**src/rtl/assert_macros.svh**
```systemverilog
// Assertion macros used by the transcoder RTL.
`ifndef ASSERT_MACROS_SVH
`define ASSERT_MACROS_SVH

// Condition that must hold at every rising clock edge outside reset.
`define ASSERT_ALWAYS(lbl, cond, msg) \
   lbl: assert property (@(posedge clock) disable iff (reset) (cond)) else $error(msg);

// Consequent that must hold in the same cycle as the antecedent.
`define ASSERT_IMPLIES(lbl, ante, cons, msg) \
   lbl: assert property (@(posedge clock) disable iff (reset) (ante) |-> (cons)) \
      else $error(msg);

// Consequent that must hold in the cycle after the antecedent.
`define ASSERT_NEXT(lbl, ante, cons, msg) \
   lbl: assert property (@(posedge clock) disable iff (reset) (ante) |=> (cons)) \
      else $error(msg);

`endif

```
**src/rtl/u8u16_pkg.sv**
```systemverilog
// Package with the beat types, result kinds and Unicode constants of the transcoder.
package u8u16_pkg;

   typedef enum logic [1:0] {
      KIND_UNIT      = 2'd0,
      KIND_END       = 2'd1,
      KIND_MALFORMED = 2'd2,
      KIND_OVERFLOW  = 2'd3
   } kind_type;

   typedef struct packed {
      logic [7:0] text_byte;
      logic       end_of_string;
   } req_type;

   typedef struct packed {
      logic [15:0] code_unit;
      kind_type    kind;
      logic        last_of_run;
   } rsp_type;

   typedef struct packed {
      logic [15:0] code_unit;
      kind_type    kind;
   } slot_type;

   localparam int CP_W = 21;

   localparam logic [CP_W-1:0] MIN_TWO_BYTE   = 21'h000080;
   localparam logic [CP_W-1:0] MIN_THREE_BYTE = 21'h000800;
   localparam logic [CP_W-1:0] MIN_FOUR_BYTE  = 21'h010000;
   localparam logic [CP_W-1:0] MAX_CODE_POINT = 21'h10FFFF;
   localparam logic [CP_W-1:0] PLANE_OFFSET   = 21'h010000;
   localparam logic [15:0]     HIGH_SURR_BASE = 16'hD800;
   localparam logic [15:0]     LOW_SURR_BASE  = 16'hDC00;

endpackage

```
**src/rtl/utf8_to_utf16_transcoder_unit.sv**
```systemverilog
// Top level of the UTF-8 to UTF-16 transcoder: byte decoder and result queue.
//
// The block takes one UTF-8 byte per beat and decodes it in a single pass of
// logic into a three-entry result register, which drains one result per beat on
// the rsp channel. A byte is accepted every cycle while it causes at most one
// result and rsp_ready is high; a byte that completes a supplementary character
// (two surrogate units) or ends the string after a character holds off the next
// byte until its extra results have drained through the single result port.
// A string that decodes cleanly closes with an end result; a malformed byte, a
// truncated sequence or more than MAX_UNITS code units gives one error result,
// after which bytes are dropped up to and including the end-of-string byte.
`include "assert_macros.svh"

module utf8_to_utf16_transcoder_unit
   import u8u16_pkg::*;
#(
   parameter int MAX_UNITS = 256
) (
   input  logic    clock,
   input  logic    reset,
   input  logic    req_valid,
   output logic    req_ready,
   input  req_type req_data,
   output logic    rsp_valid,
   input  logic    rsp_ready,
   output rsp_type rsp_data
);

   localparam int UW = $clog2(MAX_UNITS + 1);

   // decoder state
   logic [CP_W-1:0] partial_ff, partial_in;
   logic [1:0]      expect_ff, expect_in;
   logic [2:0]      seq_len_ff, seq_len_in;
   logic [UW-1:0]   units_ff, units_in;
   logic            failed_ff, failed_in;

   // result queue
   slot_type        slot_ff [3];
   slot_type        slot_in [3];
   logic [1:0]      count_ff, count_in;

   slot_type        new_slot [3];
   logic [1:0]      new_count;

   logic            req_fire, rsp_fire;
   logic [7:0]      b;
   logic            last;
   logic [CP_W-1:0] shifted;
   logic [CP_W-1:0] cp;
   logic [CP_W-1:0] cp_off;
   logic            have_cp;
   logic            bad;
   logic            need_pair;
   logic            overflow;
   logic [UW:0]     units_sum;

   assign req_ready = (count_ff == 2'd0) || ((count_ff == 2'd1) && rsp_ready);
   assign req_fire  = req_valid && req_ready;
   assign rsp_valid = (count_ff != 2'd0);
   assign rsp_fire  = rsp_valid && rsp_ready;

   assign rsp_data.code_unit   = slot_ff[0].code_unit;
   assign rsp_data.kind        = slot_ff[0].kind;
   assign rsp_data.last_of_run = (count_ff == 2'd1);

   assign b    = req_data.text_byte;
   assign last = req_data.end_of_string;

   assign shifted   = {partial_ff[CP_W-7:0], b[5:0]};
   assign cp_off    = cp - PLANE_OFFSET;
   assign need_pair = (cp[CP_W-1:16] != '0);
   assign units_sum = {1'b0, units_ff} + (need_pair ? (UW+1)'(2) : (UW+1)'(1));
   assign overflow  = have_cp && (units_sum > (UW+1)'(MAX_UNITS));

   // Code point assembly and validity checks for one byte.
   always_comb begin
      have_cp = 1'b0;
      cp      = '0;
      bad     = 1'b0;
      if (expect_ff == 2'd0) begin
         if (!b[7]) begin
            cp      = {13'd0, b};
            have_cp = 1'b1;
         end else if ((b[7:5] != 3'b110) && (b[7:4] != 4'b1110) && (b[7:3] != 5'b11110)) begin
            bad = 1'b1;
         end
      end else if (b[7:6] != 2'b10) begin
         bad = 1'b1;
      end else if (expect_ff == 2'd1) begin
         case (seq_len_ff)
            3'd2:    bad = (shifted < MIN_TWO_BYTE);
            3'd3:    bad = (shifted < MIN_THREE_BYTE);
            default: bad = (shifted < MIN_FOUR_BYTE) || (shifted > MAX_CODE_POINT);
         endcase
         if (!bad) begin
            cp      = shifted;
            have_cp = 1'b1;
         end
      end
   end

   // Next decoder state and the results this byte produces.
   always_comb begin
      partial_in = partial_ff;
      expect_in  = expect_ff;
      seq_len_in = seq_len_ff;
      units_in   = units_ff;
      failed_in  = failed_ff;
      new_count  = 2'd0;
      for (int i = 0; i < 3; i++) begin
         new_slot[i] = '{code_unit: 16'd0, kind: KIND_UNIT};
      end

      if (failed_ff) begin
         if (last) begin
            failed_in = 1'b0;
            units_in  = '0;
         end
      end else begin
         if (expect_ff == 2'd0) begin
            if (b[7:5] == 3'b110) begin
               partial_in = {16'd0, b[4:0]};
               expect_in  = 2'd1;
               seq_len_in = 3'd2;
            end else if (b[7:4] == 4'b1110) begin
               partial_in = {17'd0, b[3:0]};
               expect_in  = 2'd2;
               seq_len_in = 3'd3;
            end else if (b[7:3] == 5'b11110) begin
               partial_in = {18'd0, b[2:0]};
               expect_in  = 2'd3;
               seq_len_in = 3'd4;
            end
         end else begin
            partial_in = shifted;
            expect_in  = expect_ff - 2'd1;
            if (expect_ff == 2'd1) begin
               partial_in = '0;
               seq_len_in = 3'd0;
            end
         end

         if (bad || overflow) begin
            new_slot[0].kind = bad ? KIND_MALFORMED : KIND_OVERFLOW;
            new_count        = 2'd1;
            partial_in       = '0;
            expect_in        = 2'd0;
            seq_len_in       = 3'd0;
            failed_in        = 1'b1;
         end else if (have_cp) begin
            if (!need_pair) begin
               new_slot[0].code_unit = cp[15:0];
               new_count             = 2'd1;
            end else begin
               new_slot[0].code_unit = HIGH_SURR_BASE + {6'd0, cp_off[19:10]};
               new_slot[1].code_unit = LOW_SURR_BASE + {6'd0, cp_off[9:0]};
               new_count             = 2'd2;
            end
            units_in = units_sum[UW-1:0];
         end

         if (last) begin
            // Only a string with no error, this byte included, gets a closing result.
            if (!failed_in) begin
               new_slot[new_count].kind = (expect_in != 2'd0) ? KIND_MALFORMED : KIND_END;
               new_count                = new_count + 2'd1;
            end
            partial_in = '0;
            expect_in  = 2'd0;
            seq_len_in = 3'd0;
            units_in   = '0;
            failed_in  = 1'b0;
         end
      end
   end

   // Result queue: load a fresh group on an accepted byte, else shift on a taken beat.
   always_comb begin
      slot_in  = slot_ff;
      count_in = count_ff;
      if (req_fire) begin
         slot_in  = new_slot;
         count_in = new_count;
      end else if (rsp_fire) begin
         slot_in[0] = slot_ff[1];
         slot_in[1] = slot_ff[2];
         count_in   = count_ff - 2'd1;
      end
   end

   always_ff @(posedge clock) begin
      if (reset) begin
         partial_ff <= '0;
         expect_ff  <= 2'd0;
         seq_len_ff <= 3'd0;
         units_ff   <= '0;
         failed_ff  <= 1'b0;
         count_ff   <= 2'd0;
      end else begin
         if (req_fire) begin
            partial_ff <= partial_in;
            expect_ff  <= expect_in;
            seq_len_ff <= seq_len_in;
            units_ff   <= units_in;
            failed_ff  <= failed_in;
         end
         count_ff <= count_in;
      end
   end

   always_ff @(posedge clock) begin
      slot_ff <= slot_in;
   end

   `ASSERT_ALWAYS(a_units_bound, units_ff <= UW'(MAX_UNITS), "unit count above limit")
   `ASSERT_IMPLIES(a_failed_idle, failed_ff,
      (expect_ff == 2'd0) && (seq_len_ff == 3'd0) && (partial_ff == '0),
      "sequence state left after an error")
   `ASSERT_IMPLIES(a_error_last, rsp_valid && (rsp_data.kind != KIND_UNIT),
      rsp_data.last_of_run, "end or error result not last of its run")
   `ASSERT_NEXT(a_drain_step, rsp_fire && (count_ff > 2'd1),
      count_ff == $past(count_ff) - 2'd1, "result queue did not drain by one")

endmodule

```
**config.mk**
```make
export PLATFORM = sky130hd
export DESIGN_NAME = utf8_to_utf16_transcoder_unit
export DESIGN_NICKNAME = d
export VERILOG_FILES = /design/src/rtl/u8u16_pkg.sv /design/src/rtl/utf8_to_utf16_transcoder_unit.sv
export VERILOG_INCLUDE_DIRS = /design/src /design/src/rtl
export SDC_FILE = /design/constraint.sdc
export NUM_CORES = 1
export LEC_CHECK = 0
export BUFFER_PORTS_ARGS = -buffer_cell sky130_fd_sc_hd__buf_4
export CAP_MARGIN = 0
export CORE_MARGIN = 2
export CORE_UTILIZATION = 60
export DETAILED_ROUTE_END_ITERATION = 8
export PLACE_DENSITY = 0.78
export REMOVE_ABC_BUFFERS = 1
export SETUP_SLACK_MARGIN = 0.5
export SYNTH_ARGS = -nofsm -noshare
export SYNTH_HDL_FRONTEND = slang
export SYNTH_SLANG_ARGS = --single-unit
```
**constraint.sdc**
```tcl
create_clock -name clock -period 11.9 [get_ports clock]
set_input_delay 2.38 -clock clock [delete_from_list [all_inputs] [get_ports clock]]
set_output_delay 2.38 -clock clock [all_outputs]
set_load 0.01 [all_outputs]
```
* Word-level counts from Yosys, hierarchy flattened
Cells that the tools add are included.
Operators by class: add/sub/neg operators 7, order comparisons 7, equality and inequality tests 14, mux-type cells 80, bitwise operators 3, reduce and logical (&&, ||, !) cells 23
Operators with widths (count):
- 54-bit two-way mux | 3
- 16-bit two-way mux | 8
- 15-bit two-way mux | 7
- 21-bit two-way mux | 4
- 36-bit two-way mux | 2
- 54-bit bitwise mux | 1
- 9-bit two-way mux | 5
- 2-bit two-way mux | 21
- 18-bit demux with 2-bit select | 1
- 15-bit by 11-bit adder with 16-bit output (first input constant) | 2
- 21-bit > comparator (second input constant) | 1
- 21-bit by 12-bit less-than comparator with 1-bit output (second input constant) | 1
- 21-bit by 17-bit less-than comparator with 1-bit output (second input constant) | 1
- 21-bit by 8-bit less-than comparator with 1-bit output (second input constant) | 1
- 3-bit two-way mux | 7
- 20-bit by 17-bit subtractor with 20-bit output (second input constant) | 1
- 1-bit two-way mux | 19
- 9-bit by 2-bit adder with 10-bit output | 1
- 10-bit by 9-bit > comparator with 1-bit output (second input constant) | 1
- 4-bit AND reduction | 2
- 2-bit nonzero test | 4
- 1-bit logical AND | 7
- 7-bit two-way mux | 1
- 3-bit by 2-bit == test with 1-bit output (second input constant) | 2
- other kinds (23) | 31
Word-level totals: register bits after elaboration 86, input bits 13, output and inout port bits 21

* Longest topological paths before layout
Gate-level depths: netlist of the first run.
depth after elaboration 28, gate-level depth with buffers 23, mapped depth without buffers 20

* Least setup slack after synthesis of the first run
No wires, ideal clock.
kind input-to-reg, start in req_data[8] (netlist bit), end reg count_ff[1], library setup time 0.070 ns, data arrival time 6.907 ns, setup slack 4.923 ns, stages on the path 21, buffers on the path 4, cell sequence nor2b_1 > nand2_1 > nor2_1 > clkbuf_1 > nand2_1 > ha_1 > o31ai_1 > clkbuf_1 > ha_1 > clkbuf_2 > a21oi_2 > o21ai_0 > a2111oi_2 > a32oi_2 > o21ai_1 > and2_1 > buf_2 > nand3_1 > ha_1 > or4b_1 > a21oi_1
Between the ends: cells in the longest elaborated chain, start to end 16, elaborated cells on any way between the ends 32
RTL lines:
- from (decl) | RTL line utf8_to_utf16_transcoder_unit.sv:23 | input req_type req_data,
- 2-bit inequality test | RTL line utf8_to_utf16_transcoder_unit.sv:88 | end else if (b[7:6] != 2'b10) begin
- 21-bit two-way mux | RTL line utf8_to_utf16_transcoder_unit.sv:88
- 21-bit two-way mux | RTL line utf8_to_utf16_transcoder_unit.sv:81 | if (expect_ff == 2'd0) begin
- 5-bit nonzero test | RTL line utf8_to_utf16_transcoder_unit.sv:72 | assign need_pair = (cp[CP_W-1:16] != '0);
- 2-bit two-way mux | RTL line utf8_to_utf16_transcoder_unit.sv:73, utf8_to_utf16_transcoder_unit.sv:152
- 9-bit by 2-bit adder with 10-bit output | RTL line utf8_to_utf16_transcoder_unit.sv:73 | assign units_sum = {1'b0, units_ff} + (need_pair ? (UW+1)'(2) : (UW+1)'(1));
- 10-bit by 9-bit > comparator with 1-bit output | RTL line utf8_to_utf16_transcoder_unit.sv:74 | assign overflow = have_cp && (units_sum > (UW+1)'(MAX_UNITS));
- 1-bit logical AND | RTL line utf8_to_utf16_transcoder_unit.sv:74
- 1-bit logical OR | RTL line utf8_to_utf16_transcoder_unit.sv:144 | if (bad || overflow) begin
- 2-bit two-way mux | RTL line utf8_to_utf16_transcoder_unit.sv:144
- 2-bit two-way mux | RTL line utf8_to_utf16_transcoder_unit.sv:115 | if (failed_ff) begin
- 2-bit by 1-bit adder with 2-bit output | RTL line utf8_to_utf16_transcoder_unit.sv:167 | new_count = new_count + 2'd1;
- 2-bit two-way mux | RTL line utf8_to_utf16_transcoder_unit.sv:165 | if (!failed_in) begin
- 2-bit two-way mux (*) | RTL line utf8_to_utf16_transcoder_unit.sv:163 | if (last) begin
- 2-bit two-way mux (*) | RTL line utf8_to_utf16_transcoder_unit.sv:115
- 2-bit two-way mux (*) | RTL line utf8_to_utf16_transcoder_unit.sv:182 | if (req_fire) begin
- to (signal assigned) | RTL line utf8_to_utf16_transcoder_unit.sv:208 | count_ff <= count_in;
- to (decl) | RTL line utf8_to_utf16_transcoder_unit.sv:41 | logic [1:0] count_ff, count_in;
Mark *: on every way between the ends. The rest lies on a longest branch, timed or not. The select of a mux whose other input is x is not followed. A chain may end at the register's enable or synchronous reset.

* Final worst setup path of the first run
Same ends and word-level chain as after synthesis.

==> run metrics, run 1 <==
run status completed; post-CTS resize count 0; commonest cells after routing, fill and taps aside nand2_1 (50), buf_4 (36), edfxtp_1 (33); slowest cell on the critical path nor2_1; slack of the worst reg-to-reg path 5.57 ns; iteration-0 DRC count of the detailed router 324; worst stage delay on the critical path 0.65 ns; cell family contributing the most delay on the critical path simple AND/OR/NAND/NOR gates; highest clock frequency the design can meet 0.131 GHz; number of buffers on the longest clock path 2; Starting Density 60.9%; worst reg2reg path endpoint count_ff[1]; post-placement worst setup slack 3.97 ns; logic depth of the worst setup path including buffers 20; setup_tns 0 ns; register bit total from synthesis 65; Max-Slew Margin vs Limit 30.9%; library cell used as clock root buffer clkbuf_8; most area-hungry cell type in the Yosys netlist edfxtp_1; Core ar. 6240 um^2; register area 1630 um^2; hold violation total from the final report 0; share of layout cells above drive strength 1 16.7%; netlist area before placement 3800 um^2; count of unresolved DRC violations after routing 0; count of vias placed by the detailed router 3,267; average routed wire per standard cell 18.6 um; clock insertion delay at the later pin of the skew report 0.35 ns; std cell rows 29; router iterations before antenna repair 5; worst reg2reg path depth 20; met3 usage in global routing 4.45%; number of fillers in the final layout 515; buffers added on ports 33; number of sinks driven by the clock tree 65; Tightest Hold Check Type reg -> reg; Synth Flop Type edfxtp_1; switching share of total power 30.2%; placer's final routability congestion estimate 1.05; period utilisation layout 64.2%; Area Growth Syn to Fin 9.05%; Tightest Pin Transition 1.03 ns; Sequential Power Share 44.7%; kind of start point of the critical path primary input; power dissipated by switching net loads 197 uW; worst endpoint data arrival time 7.93 ns; Die ar. 6990 um^2; endpoint of the worst hold path seq_len_ff[1]; number of diodes 0; Vert. Die Dim 83.6 um; met2 Usage GRT 42.7%; setup violators final 0; clock share of power 31.8%; CP Cell Sequence buf_4, nor2b_1, nand2_1, nor2_1, nand2_1, ha_1, o31ai_2, buf_4, inv_1, ha_1, a21oi_2, o21ai_0, a2111oi_2, a32oi_2, o21ai_1, and2_1, nand3_1, ha_1, or4b_1, a21oi_1; hold_buf cts 0; first-pass GRT wire length 14.9 mm; commonest non-fill, non-tap cell in the layout nand2_1; most heavily used metal layer in global routing met2; RSZ-0062 raised after global routing no; portion of synthesized cell area occupied by the leading cell type 26.1%; routing usage on met1 36.3%; reported leakage power 0.00158 uW; worst path required time 12.19 ns; kind of end point of the critical path register; r2r startpoint partial_ff[11]; Cells on Worst Hold Path 1; initial antenna violation count 0; synthesis warning total 0; CP dominant cell by count ha_1; CTS tree yes; worst hold path startpoint seq_len_ff[1]; clock slew at the register clock pins of the worst setup and hold paths 0.07 ns; count of antenna-violating nets left after detailed routing 0; number of distinct standard cells referenced by the synthesized netlist 68; placed wire-length estimate after detailed placement 6.66 mm; clock period minus worst slack 7.64 ns; proportion of power drawn by combinational gates 23.5%; register area share after synthesis 42.9%; Power Density 157 nW/um^2; Async SR Flop Fraction 0%; global route total overflow 0; number of buffers added by the clock tree synthesis step 9; design internal power 455 uW; floorplan die width 83.6 um; pin count of the biggest net entering global routing 36; mean number of vias per cell 6.51; cell types with the largest area share after synthesis edfxtp_1 (26%), dfxtp_1 (17%), nand2_1 (4.9%); final net count 442; max-cap violation count 0; Post-synth EDFFs 33; CTS HTree Levels 3; VDD IR-drop max 0.146 mV; top fanout value on the critical path 21; wirelength, routed 9.32 mm; type of the setup path with the least slack in -> reg; Max Transition Viols Final 0; area of combinational cells with multiple inputs 1890 um^2; total track usage 26.9%; worst path setup slack after routing 4.26 ns; synthesized area per cell 9.21 um^2; top-level port count 34; Post-Route Skew 0.00973 ns; critical path buffer and inverter count 3; instance count of the mapped netlist 413; post-CTS setup repair buffer count 0; via count of the first global-routing pass 3,024
## power by group through the flow
stage | Sequential [uW] | Clock, uW | Combinational (uW)
after floorplan | 302 | 0 | 76.9
after global placement | 294 | 0 | 148
after detailed placement | 296 | 0 | 152
after CTS | 292 | 208 | 152
after global routing | 295 | 217 | 166
final | 291 | 208 | 153
## layout make-up
cell class                 instances  share of cell area, %
clock inverter                     7                   2.26
timing repair buffer              36                   6.52
tap                               77                   2.32
inverter                          11                  0.996
sequential                        65                   39.3
multi-input combinational        297                   45.6
clock buffer                       9                   2.99
## worst reg2reg max path, stage by stage (launching register included)
cell       delay (ns)
dfxtp_1          0.37
or4_4            0.55
nand3b_1         0.15
o211ai_1         0.16
nor2_1           0.65
nand2_1          0.16
ha_1             0.33
o31ai_2          0.09
buf_4            0.25
inv_1            0.26
ha_1             0.31
a21oi_2          0.26
o21ai_0          0.15
a2111oi_2        0.42
a32oi_2          0.25
o21ai_1          0.30
and2_1           0.48
nand3_1          0.18
ha_1             0.31
or4b_1           0.52
a21oi_1          0.13
## per-stage QoR
step	power, uW	area [um^2]	std cells	utilization (%)	hold WS, ns
3_5_place_dp	449	3930	486	63.0	0.454
6_report	652	4150	502	66.4	0.472
5_1_grt	678	4150	502	66.4	0.498
3_3_place_gp	442	3930	486	63.0	0.451
4_1_cts	652	4150	502	66.4	0.476
2_1_floorplan	379	3560	373	-	0.434
## cell usage after synthesis, types with 2 or more instances
library cell and n:
a22o_1 7, o21a_1 2, nand4_1 5, buf_2 3, o21ai_0 24, mux2_2 2
a41o_1 4, xnor2_1 3, a32o_1 4, and2_1 3, nor4_1 5, nand2_1 50
dfxtp_1 32, buf_6 2, clkbuf_1 14, o211ai_1 8, a21boi_0 2, nand4b_1 3
nand3b_1 3, o41ai_1 2, a211oi_1 2, nand3_1 20, or2_2 2, edfxtp_1 33
nor3b_1 4, a21oi_1 28, inv_1 10, ha_1 9, and3_2 3, nand2b_1 2
a31oi_1 7, nor2_1 26, nor3_1 11, a221o_1 4, buf_4 20, nor2b_1 5
and2b_1 2, a21o_1 2, and3_1 16
## per-layer routing
metal	wire [um]	share of wire, %
met5	0	0
met4	189	2.0
met3	731	7.8
met2	4360	47
met1	4030	43
## kinds of logic (layout without fill, tap and decap cells)
logic type | Yosys count | count (layout) | share of synthesized area [%]
and+or+nand+nor | 169 | 169 | 23.4
adders and majority gates | 9 | 9 | 2.96
DFF | 65 | 65 | 42.9
xor gates and xnor gates | 3 | 3 | 0.691
AOI/OAI and AO/OA | 113 | 113 | 21.6
buffers and inverters | 51 | 63 | 7.53
muxes | 3 | 3 | 0.856
## flip-flops by register name (all words and copies together), names as in the netlist
signal,flops
rsp_data,18
seq_len_ff,3
partial_ff,15
expect_ff,2
count_ff,2
slot_ff,15
units_ff,9
failed_ff,1
## how the worst max path moves through the flow
stage / from / end / slack [ns]
2_1_floorplan: req_data[8] / count_ff[1] / 4.45
3_3_place_gp: req_data[7] / count_ff[1] / 4.27
3_5_place_dp: req_data[7] / count_ff[1] / 3.97
4_1_cts: req_data[7] / count_ff[1] / 4.34
5_1_grt: req_data[8] / count_ff[1] / 3.78
6_report: req_data[8] / count_ff[1] / 4.26
(Power assumes the default switching activity.)
==> inputs of run 2 (changes only) <==
--- a/config.mk
+++ b/config.mk
@@ -9,9 +9,9 @@
 export BUFFER_PORTS_ARGS = -buffer_cell sky130_fd_sc_hd__buf_4
 export CAP_MARGIN = 0
 export CORE_MARGIN = 2
-export CORE_UTILIZATION = 60
+export CORE_UTILIZATION = 54
 export DETAILED_ROUTE_END_ITERATION = 8
-export PLACE_DENSITY = 0.78
+export PLACE_DENSITY = 0.74
 export REMOVE_ABC_BUFFERS = 1
 export SETUP_SLACK_MARGIN = 0.5
 export SYNTH_ARGS = -nofsm -noshare
==> constraint.sdc (replaced) <==
create_clock -name clock -period 6.28 [get_ports clock]
set_input_delay 1.256 -clock clock [delete_from_list [all_inputs] [get_ports clock]]
set_output_delay 1.256 -clock clock [all_outputs]
set_load 0.01 [all_outputs]
==> run metrics, run 2 (same netlist as run 1, synthesis figures left out) <==
final net count 448; count of antenna-violating nets left after detailed routing 0; mean number of vias per cell 6.23; CTS tree yes; worst reg2reg path endpoint count_ff[1]; count of vias placed by the detailed router 3,284; max FFs per register 18; max-cap violation count 0; Cells on Worst Hold Path 1; share of layout cells above drive strength 1 18.1%; iteration-0 DRC count of the detailed router 292; run status completed; average routed wire per standard cell 17.8 um; switching share of total power 30.5%; Starting Density 56.0%; clock insertion delay at the later pin of the skew report 0.35 ns; final standard cell area without fillers 4220 um^2; number of buffers on the longest clock path 2; Post-Route Skew 0.00464 ns; clock share of power 32.3%; Core ar. 6790 um^2; buffers added on ports 33; Worst Setup EP count_ff[1]; top-level port count 34; Vert. Die Dim 87.9 um; Sequential Power Share 43.9%; number of buffers added by the clock tree synthesis step 9; r2r startpoint partial_ff[10]; setup violators final 0; kind of end point of the critical path register; count of unresolved DRC violations after routing 0; worst endpoint data arrival time 5.69 ns; post-CTS setup repair buffer count 0; post-CTS resize count 0; Die ar. 7730 um^2; initial antenna violation count 0; reported leakage power 0.00161 uW; slack of the worst reg-to-reg path 0.86 ns; highest clock frequency the design can meet 0.185 GHz; Crit. Startpoint partial_ff[10]; VDD IR-drop max 0.115 mV; clock slew at the register clock pins of the worst setup and hold paths 0.07 ns; period utilisation layout 86.2%; Tightest Pin Transition 0.761 ns; first-pass GRT wire length 14.9 mm; area after detailed placement 4000 um^2; commonest non-fill, non-tap cell in the layout nand2_1; RSZ-0062 raised after global routing no; number of diodes 0; CTS HTree Levels 3; clock period minus worst slack 5.42 ns; pin count of the biggest net entering global routing 36; hold_buf cts 0; kind of start point of the critical path register; wirelength, routed 9.38 mm; number of fillers in the final layout 578; top fanout value on the critical path 7; hold violation total from the final report 0; worst path required time 6.56 ns; Max Transition Viols Final 0; via count of the first global-routing pass 2,911; library cell used as clock root buffer clkbuf_8; type of the setup path with the least slack reg -> reg; Tightest Hold Check Type reg -> reg; commonest cells after routing, fill and taps aside nand2_1 (50), buf_4 (42), edfxtp_1 (33); Area Growth Syn to Fin 11.1%; floorplan die width 87.9 um; proportion of power drawn by combinational gates 23.8%; router iterations before antenna repair 5; global route total overflow 0; placed wire-length estimate after detailed placement 6.61 mm; total track usage 25.4%; final total power 1250 uW; placer's final routability congestion estimate 0.965; worst reg2reg path depth 18; number of sinks driven by the clock tree 65; design internal power 871 uW; Power Density 297 nW/um^2; Max-Slew Margin vs Limit 49.3%; std cell rows 30; power dissipated by switching net loads 383 uW
run 2: power groups by stage:
stage               clock (uW)  sequential (uW)  combinational (uW)
CTS                        409              551                 297
global route               428              557                 324
finish                     405              550                 298
global placement             0              558                 293
detailed placement           0              560                 296
floorplan                    0              573                 146
run 2: through the flow:
stage          setup TNS (ns)  hold slack [ns]  cells  setup WS [ns]  util [%]
6_report                    0            0.483    527          0.864      62.2
5_1_grt                     0            0.506    527          0.554      62.2
4_1_cts                     0            0.486    527          0.890      62.2
3_5_place_dp                0            0.459    511          0.548      58.8
3_3_place_gp                0            0.459    511          0.723      58.8
2_1_floorplan         -0.0452            0.434    373        -0.0445         -
run 2: worst min-delay path by stage:
stage                  startpoint       endpoint  slack (ns)
floorplan           seq_len_ff[1]  seq_len_ff[1]        0.43
CTS                 seq_len_ff[1]  seq_len_ff[1]        0.49
global placement    seq_len_ff[1]  seq_len_ff[1]        0.46
detailed placement  seq_len_ff[1]  seq_len_ff[1]        0.46
finish              seq_len_ff[1]  seq_len_ff[1]        0.48
global route          units_ff[1]    units_ff[1]        0.51
run 2: layout make-up:
class                   count  area (um^2)  share of cell area [%]
clock buffers               9          124                    2.93
well taps                  96          120                    2.84
multi-input cells         297         1890                    44.7
repair buffers             42          315                    7.47
inverters                  11         41.3                   0.978
flip-flops and latches     65         1630                    38.6
clock inverters             7          101                    2.40
run 2: layer usage:
| layer | GRT usage [%] | share of wire (%) | vias to the layer above |
|---|---|---|---|
| li1 | - | - | 1558 |
| met1 | 38.4 | 46 | 1562 |
| met2 | 36.7 | 44 | 147 |
| met3 | 3.77 | 7.7 | 17 |
| met4 | 9.65 | 1.6 | 0 |
| met5 | 0 | 0 | - |
run 2: critical path, stage by stage (launching register included):
cell and delay (ns):
dfxtp_1 0.35, or4_4 0.57, or3_4 0.40, o211ai_1 0.14, nor2_1 0.14, nand2_1 0.11
ha_1 0.29, o31ai_2 0.13, ha_1 0.43, a21oi_1 0.16, o31a_1 0.31, a2111oi_2 0.37
a32oi_2 0.25, o21ai_1 0.31, and2_1 0.31, nand3_1 0.14, ha_1 0.31, or4b_1 0.51
a21oi_1 0.13
==> inputs of run 3 (changes only) <==
--- a/config.mk
+++ b/config.mk
@@ -9,9 +9,10 @@
 export BUFFER_PORTS_ARGS = -buffer_cell sky130_fd_sc_hd__buf_4
 export CAP_MARGIN = 0
 export CORE_MARGIN = 2
-export CORE_UTILIZATION = 54
+export CORE_UTILIZATION = 60
+export CTS_BUF_LIST = sky130_fd_sc_hd__clkbuf_8
 export DETAILED_ROUTE_END_ITERATION = 8
-export PLACE_DENSITY = 0.74
+export PLACE_DENSITY = 0.78
 export REMOVE_ABC_BUFFERS = 1
 export SETUP_SLACK_MARGIN = 0.5
 export SYNTH_ARGS = -nofsm -noshare
==> constraint.sdc (replaced) <==
create_clock -name clock -period 5.05 [get_ports clock]
set_input_delay 1.01 -clock clock [delete_from_list [all_inputs] [get_ports clock]]
set_output_delay 1.01 -clock clock [all_outputs]
set_load 0.01 [all_outputs]
==> run metrics, run 3 (same netlist as run 1, synthesis figures left out) <==
number of diodes 0; global route total overflow 0; setup violators final 0; initial antenna violation count 0; Area Growth Syn to Fin 17.7%; CTS tree yes; setup_tns 0 ns; floorplan die width 83.6 um; hold violation total from the final report 0; worst stage delay on the critical path 0.53 ns; placed wire-length estimate after detailed placement 6.72 mm; total track usage 28.9%; library cell used as clock root buffer clkbuf_8; RSZ-0062 raised after global routing yes; run status completed; top fanout value on the critical path 5; average routed wire per standard cell 19.3 um; critical path buffer and inverter count 0; Tightest Pin Transition 0.892 ns; Core ar. 6240 um^2; max-cap violation count 0; Die ar. 6990 um^2; reported leakage power 0.00171 uW; CP dominant cell by count ha_4; Power Density 337 nW/um^2; number of buffers on the longest clock path 2; VDD IR-drop max 0.268 mV; slowest cell on the critical path or4_4; highest clock frequency the design can meet 0.224 GHz; buffers added on ports 33; final total power 1510 uW; kind of start point of the critical path register; period utilisation layout 88.5%; wirelength, routed 10.2 mm; max FFs per register 18; via count of the first global-routing pass 3,261; fin util 71.7%; placer's final routability congestion estimate 0.970; clock insertion delay at the later pin of the skew report 0.34 ns; worst path setup slack after routing 0.579 ns; number of sinks driven by the clock tree 65; final net count 468; CP Cell Sequence or4_4, or3_4, o211ai_1, nor2_2, nand2_2, ha_4, o31ai_4, ha_4, a21oi_4, or2_4, a2111oi_4, a32oi_2, o21ai_2, and2_4, nand3_4, ha_4, or4b_1, a21oi_1; count of unresolved DRC violations after routing 0; worst path required time 5.32 ns; kind of end point of the critical path register; commonest non-fill, non-tap cell in the layout buf_4; first-pass GRT wire length 16.0 mm; Starting Density 60.9%; Max-Slew Margin vs Limit 39.9%; post-placement worst setup slack 0.175 ns; clock period minus worst slack 4.47 ns; type of the setup path with the least slack reg -> reg; cell family contributing the most delay on the critical path simple AND/OR/NAND/NOR gates; Tightest Hold Check Type reg -> reg; area of combinational cells with multiple inputs 2040 um^2; std cell rows 29; share of layout cells above drive strength 1 26.4%; Post-Route Skew 0.00719 ns; iteration-0 DRC count of the detailed router 324; Vert. Die Dim 83.6 um; top-level port count 34; clock slew at the register clock pins of the worst setup and hold paths 0.07 ns; count of vias placed by the detailed router 3,498; final standard cell area without fillers 4470 um^2; CTS HTree Levels 3; mean number of vias per cell 6.63; number of buffers added by the clock tree synthesis step 9; pin count of the biggest net entering global routing 36; commonest cells after routing, fill and taps aside buf_4 (62), nand2_1 (48), edfxtp_1 (33); number of fillers in the final layout 472; register area 1640 um^2; worst endpoint data arrival time 4.74 ns; area after detailed placement 4030 um^2; count of antenna-violating nets left after detailed routing 0; router iterations before antenna repair 5; Max Transition Viols Final 0
==> run 3: power by group <==
part           internal (uW)  switching (uW)  leakage, uW
clock network            228             211    0.0000970
registers                654            32.1     0.000597
logic                    155             229      0.00102
total                   1040             472      0.00171
==> run 3: final timing paths <==
path / start / slack [ns] / to / cells after the start
max: partial_ff[11] / 0.58 / count_ff[1] / 18
min: seq_len_ff[1] / 0.48 / seq_len_ff[1] / 1
max reg2reg: partial_ff[11] / 0.58 / count_ff[1] / 18
min reg2reg: seq_len_ff[1] / 0.48 / seq_len_ff[1] / 1
==> run 3: stage by stage <==
stage | cells | hold slack [ns]
floorplan | 373 | 0.434
global placement | 499 | 0.460
finish | 528 | 0.483
CTS | 522 | 0.486
global route | 528 | 0.509
detailed placement | 499 | 0.462
==> run 3: area by class of cell <==
cell class              instances  area share (%)
clock buffers                   9            2.77
repair buffers                 62            10.4
flip-flops and latches         65            36.5
multi-input cells             297            45.6
well taps                      77            2.15
clock inverters                 7            1.59
inverters                      11           0.923
==> run 3: repair_timing <==
item,4_1_cts,5_1_grt
setup buffers,7,6
hold buffers,0,0
resized for setup,17,15
setup endpoints to repair,27,18
pin swaps,13,18
gates cloned,0,0
==> run 3: routing by layer <==
layer | GRT usage, % | vias to the layer above | wire length [um]
met5 | 0 | - | 0
met4 | 11.3 | 0 | 181
met3 | 5.84 | 17 | 871
met2 | 45.2 | 188 | 4770
met1 | 39.7 | 1694 | 4340
li1 | - | 1599 | -
